===== config.mk =====
export PLATFORM = sky130hd
export DESIGN_NAME = gn2d_coord
export DESIGN_NICKNAME = d
export VERILOG_FILES = /design/src/hdl/gn2d_pkg.sv /design/src/hdl/gn2d_coord.sv
export SDC_FILE = /design/constraint.sdc
export NUM_CORES = 2
export LEC_CHECK = 0
export ABC_CLOCK_PERIOD_IN_PS = 7200
export BUFFER_PORTS_ARGS = -buffer_cell sky130_fd_sc_hd__buf_2
export CORE_ASPECT_RATIO = 1.25
export CORE_MARGIN = 10
export CORE_UTILIZATION = 33
export DETAILED_ROUTE_END_ITERATION = 6
export PLACE_DENSITY_LB_ADDON = 0.12
export SLEW_MARGIN = 20
export SYNTH_ARGS = -nofsm -noshare
export SYNTH_HDL_FRONTEND = slang
export SYNTH_SLANG_ARGS = --single-unit

===== constraint.sdc =====
create_clock -name clk -period 7.2 [get_ports clk]
set_input_delay 0.36 -clock clk [delete_from_list [all_inputs] [get_ports clk]]
set_output_delay 0.36 -clock clk [all_outputs]
set_load 0.02 [all_outputs]

===== src/hdl/gn2d_pkg.sv =====
`timescale 1ns / 1ps
`default_nettype none

package gn2d_pkg;

    // Grid size defaults and the gradient table geometry.
    localparam int GRID_W_DEF  = 128;
    localparam int GRID_H_DEF  = 128;
    localparam int TABLE_DEPTH = 16384;
    localparam int TABLE_AW    = 14;

    // Field widths.
    localparam int FREQ_W  = 17;
    localparam int PIX_W   = 16;
    localparam int GRAD_W  = 16;
    localparam int FRAC_W  = 16;
    localparam int DOT_W   = 34;
    localparam int NOISE_W = 16;
    localparam int GRAY_W  = 8;

    localparam logic [FREQ_W-1:0] FREQ_RESET = 17'd6554;

    typedef enum logic {
        OP_LOAD = 1'b0,
        OP_EVAL = 1'b1
    } gn2d_op_t;

    // Table addresses of the four cell corners.
    typedef struct packed {
        logic [TABLE_AW-1:0] a00;
        logic [TABLE_AW-1:0] a10;
        logic [TABLE_AW-1:0] a01;
        logic [TABLE_AW-1:0] a11;
    } gn2d_addr_t;

    // Cell fractions and their smoothstep weights, all Q0.16.
    typedef struct packed {
        logic [FRAC_W-1:0] fx;
        logic [FRAC_W-1:0] fy;
        logic [FRAC_W-1:0] sx;
        logic [FRAC_W-1:0] sy;
    } gn2d_frac_t;

    // One stored gradient pair, Q1.14.
    typedef struct packed {
        logic signed [GRAD_W-1:0] gx;
        logic signed [GRAD_W-1:0] gy;
    } gn2d_grad_t;

endpackage

`default_nettype wire


===== src/hdl/gn2d_coord.sv =====
`timescale 1ns / 1ps
`default_nettype none

module gn2d_coord import gn2d_pkg::*; #(
    parameter int GRID_W = GRID_W_DEF,
    parameter int GRID_H = GRID_H_DEF
) (
    input  wire logic              clk,
    input  wire logic              en,
    input  wire logic [PIX_W-1:0]  pixel_x,
    input  wire logic [PIX_W-1:0]  pixel_y,
    input  wire logic [FREQ_W-1:0] frequency,
    output gn2d_addr_t             addr,
    output gn2d_frac_t             frac
);

    localparam int XW = $clog2(GRID_W);
    localparam int YW = $clog2(GRID_H);
    localparam int NW = 17;
    localparam int ROW_W = 24;
    // Reciprocals in Q0.17; the quotient estimate is low by at most one.
    localparam logic [NW-1:0] RECIP_X = NW'((64'd1 << NW) / GRID_W);
    localparam logic [NW-1:0] RECIP_Y = NW'((64'd1 << NW) / GRID_H);

    // Stage 1: scaled coordinates, Q17.16.
    logic [32:0] cx_reg, cy_reg;
    // Stage 2: integer parts, quotient estimates, fractions, fraction squares.
    logic [NW-1:0]     nx_reg, ny_reg, qx_reg, qy_reg;
    logic [FRAC_W-1:0] fx2_reg, fy2_reg;
    logic [31:0]       ttx_reg, tty_reg;
    // Stage 3: wrapped cells and weights.
    logic [XW-1:0]     ix_reg, ix1_reg;
    logic [YW-1:0]     iy_reg, iy1_reg;
    logic [FRAC_W-1:0] fx3_reg, fy3_reg, sx3_reg, sy3_reg;
    // Stage 4: corner addresses.
    gn2d_addr_t addr_reg;
    gn2d_frac_t frac_reg;

    logic [2*NW-1:0] qx_prod, qy_prod;
    logic [NW:0]     rx, ry, rx_fix, ry_fix;
    logic [27:0]     qwx, qwy;
    logic [17:0]     kx, ky;
    logic [49:0]     smx, smy;
    logic [XW-1:0]   ix_next, ix1_next;
    logic [YW-1:0]   iy_next, iy1_next;
    logic [ROW_W-1:0] row0, row1;

    always_comb
    begin
        qx_prod = (2*NW)'(cx_reg[32:16]) * (2*NW)'(RECIP_X);
        qy_prod = (2*NW)'(cy_reg[32:16]) * (2*NW)'(RECIP_Y);

        qwx = 28'(qx_reg) * 28'(GRID_W);
        qwy = 28'(qy_reg) * 28'(GRID_H);
        rx  = (NW+1)'(nx_reg) - qwx[NW:0];
        ry  = (NW+1)'(ny_reg) - qwy[NW:0];
        rx_fix = (rx >= (NW+1)'(GRID_W)) ? rx - (NW+1)'(GRID_W) : rx;
        ry_fix = (ry >= (NW+1)'(GRID_H)) ? ry - (NW+1)'(GRID_H) : ry;
        ix_next  = XW'(rx_fix);
        iy_next  = YW'(ry_fix);
        ix1_next = (ix_next == XW'(GRID_W - 1)) ? '0 : XW'(ix_next + 1'b1);
        iy1_next = (iy_next == YW'(GRID_H - 1)) ? '0 : YW'(iy_next + 1'b1);

        // Smoothstep t*t*(3 - 2t) with t in Q0.16.
        kx  = 18'd196608 - {1'b0, fx2_reg, 1'b0};
        ky  = 18'd196608 - {1'b0, fy2_reg, 1'b0};
        smx = 50'(ttx_reg) * 50'(kx);
        smy = 50'(tty_reg) * 50'(ky);

        row0 = ROW_W'(iy_reg) * ROW_W'(GRID_W);
        row1 = ROW_W'(iy1_reg) * ROW_W'(GRID_W);
    end

    always_ff @(posedge clk)
    begin
        if (en)
        begin
            cx_reg <= 33'(pixel_x) * 33'(frequency);
            cy_reg <= 33'(pixel_y) * 33'(frequency);

            nx_reg  <= cx_reg[32:16];
            ny_reg  <= cy_reg[32:16];
            qx_reg  <= qx_prod[2*NW-1:NW];
            qy_reg  <= qy_prod[2*NW-1:NW];
            fx2_reg <= cx_reg[15:0];
            fy2_reg <= cy_reg[15:0];
            ttx_reg <= 32'(cx_reg[15:0]) * 32'(cx_reg[15:0]);
            tty_reg <= 32'(cy_reg[15:0]) * 32'(cy_reg[15:0]);

            ix_reg  <= ix_next;
            ix1_reg <= ix1_next;
            iy_reg  <= iy_next;
            iy1_reg <= iy1_next;
            fx3_reg <= fx2_reg;
            fy3_reg <= fy2_reg;
            sx3_reg <= smx[47:32];
            sy3_reg <= smy[47:32];

            addr_reg.a00 <= TABLE_AW'(row0 + ROW_W'(ix_reg));
            addr_reg.a10 <= TABLE_AW'(row0 + ROW_W'(ix1_reg));
            addr_reg.a01 <= TABLE_AW'(row1 + ROW_W'(ix_reg));
            addr_reg.a11 <= TABLE_AW'(row1 + ROW_W'(ix1_reg));
            frac_reg.fx  <= fx3_reg;
            frac_reg.fy  <= fy3_reg;
            frac_reg.sx  <= sx3_reg;
            frac_reg.sy  <= sy3_reg;
        end
    end

    assign addr = addr_reg;
    assign frac = frac_reg;

endmodule

`default_nettype wire


==> summary.md <==
| Metric | Value |
|---|---|
| Outcome | finished, violations left |
| Failing checks | setup timing |
| Reg clk slew, reported paths | 0.06 ns |
| Placed Area | approximately 79,000 um^2 |
| Ratio of cells with drive above 1 in the final layout | 12.9% |
| Final Routed Wirelength | 197,000 um |
| Max incr delay on CP | 0.59 ns |
| Most frequent cells in the layout | inv_1 (1,957), fa_1 (1,513), nand2_1 (1,022), and2_1 (704), ha_1 (587) |
| Post-Syn Instances | ~7.4k |
| Final Slew Violations | 0 |
| Post-DP HPWL | around 160,000 um |
| Placed instance count | between 10k and 15k |
| Register area share after synthesis | about 14% |
| Avg Vias per Cell | 4.52 |
| Ys flop type | edfxtp_1 |
| Synth warn | 0 |
| Area grow syn2layout | 15.6% |
| Worst slew pin tran | 0.934 ns |
| # nets final | 10.0k |
| GRT overflow | 0 |
| Max Cap Viol | 0 |
| IO Port Bufs | 170 |
| Crit path DAT | 7.97 ns |
| Post-DRT Antenna Nets | 0 |
| Fraction of registers with async set/reset | 0% |
| Final setup fails | 27 |
| Pre-CTS setup slack | -0.778 ns |
| Worst setup SP type | register |
| FILL cells | 21.6k |
| Yosys cell types | 78 |
| Htree depth | 2 |
| Slowest-stage cell, CP | or4_4 |
| First drt pass iteration count | 5 |
| Max Clock Skew | 0.0151 ns |
| Largest net degree at the start of global routing | 139 |
| RSZ-0062 raised after global routing | true |
| # IOs | 171 |
| Initial antenna violation count | 8 |
| First-pass GRT wire length | 315,000 um |
| Design Area, Final | 82,500 um^2 |
| Via Count | 48.6k |
| Max Root-Sink Buffers | 3 |
| CTS Hold Bufs | 0 |
| Initial Util | 33.2% |
| Fin crit period | 7.57 ns |
| Row count | 190 |
| Initial DRC count | 1,930 |
| Cell mode on critical path | fa_1 |
| Multi-input logic area | 54,200 um^2 |
| # clock sinks | 336 |
| Residual DRC | 0 |
| CORE AREA | 215,000 um^2 |
| CP Capture Type | register |
| Critical path class | register to register |
| Commonest non-fill, non-tap cell in the layout | inv_1 |
| Avg WL per Cell | ~18 um |
| Post-synth EDFFs | 336 |
| Period Utilization, post-route | 105% |
| Synthesized cell area | 71,300 um^2 |
| Worst slew margin | 37.8% |
| All-layer global routing usage | roughly 17% |
| Vias in the first global route | roughly 56k |
| FF+latch area | slightly above 10,000 um^2 |
| Fin worst setup slack | -0.368 ns |
| Die height | 540 um |
| CTS tree | yes |
| Final Hold Vio Count | 0 |
| Non-Filler Instances | 10.7k |
| Clock latency on the worst-skew pair | between 0.6 and 0.7 ns |
| Crit path max fanout | 7 |
| Die extent in x | 436 um |
| CTS Root Cell | clkbuf_16 |
| Max FFs per register | 64 |
| Max Clock Freq | 0.132 GHz |
| Hold crit path type | input pin to register |
| Die ar. | 235,000 um^2 |
| Mean post-synth cell area | between 9 and 10 um^2 |
| Final GP Congestion | 0.815 |
| FF+latch count, synth | approximately 340 |
| TritonCTS Buffers | 43 |
| Worst EP required | 7.60 ns |
## logic make-up after synthesis
group	synth area share [%]
AO/OA/AOI/OAI	2.87
other	0.0105
flip-flops	14.1
adder cells (fa/ha/maj)	54.0
multiplexers	0.0316
XOR/XNOR	2.75
buffers and inverters	12.2
AND/OR/NAND/NOR	14.0
## Yosys cell counts, drive strengths merged (15+ instances only)
master     n  area, um^2
a21o      43         323
a21oi    103         542
and2     713        4460
and3      20         125
buf       32         229
clkbuf   267        1000
edfxtp   336       10100
fa      1542       30900
ha       612        7660
inv     1987        7460
nand2   1050        3940
nand3     29         145
nor2     143         537
nor2b     21         131
nor3      33         165
o21a      15         113
o21ai     48         248
o21bai    16         120
xnor2    164        1440
xor2      60         526
## cell type report
type                       instances  area share, %
tap                             2880           4.37
multi-input combinational       4784           65.7
sequential                       336           12.2
clock buffer                      43           1.30
inverter                        1987           9.04
antenna                            4         0.0121
timing repair buffer             672           6.79
clock inverter                    37          0.520
## worst paths after layout
check	startpoint	to	slack, ns	cells past startpoint
setup reg to reg	fx2_reg[3]$_DFFE_PP_	sx3_reg[15]$_DFFE_PP_	-0.37	31
hold reg to reg	fy3_reg[9]$_DFFE_PP_	frac[41]$_DFFE_PP_	0.41	0
setup / recovery	fx2_reg[3]$_DFFE_PP_	sx3_reg[15]$_DFFE_PP_	-0.37	31
hold / removal	en	frac[51]$_DFFE_PP_	0.20	1
## metal layers
metal	track usage (%)	vias up	routed length, um
met1	21.4	25300	84000
met4	4.20	8	5070
met3	1.52	215	5350
met5	0	-	46
li1	-	22400	-
met2	31.0	688	102000
## metrics by stage
step	TNS (ns)	hold WS (ns)	util, %
after CTS	-5.46	0.158	37.8
after global routing	-14.43	0.188	38.4
final	-6.27	0.204	38.4
after global placement	-14.13	0.401	36.6
after floorplan	0	0.400	-
after detailed placement	-16.50	0.405	36.6
## worst max-delay path: cells and delay by family, from the launching register on
kind | cells | cell delay (ns)
AO/OA/AOI/OAI | 4 | 0.65
XOR/XNOR | 2 | 0.41
adder cells (fa/ha/maj) | 7 | 3.28
buffers and inverters | 9 | 1.07
flip-flops | 1 | 0.38
AND/OR/NAND/NOR | 9 | 1.51
## what timing repair did
action | in CTS | in global routing
gates resized for setup | 152 | 181
pin swaps | 55 | 114
gates cloned | 4 | 2
setup endpoints to repair | 31 | 32
buffers inserted | 38 | 51
Power is left out: the tool's default activity adds up to more than one toggle a clock period on the data nets, which glitch-free logic cannot reach.
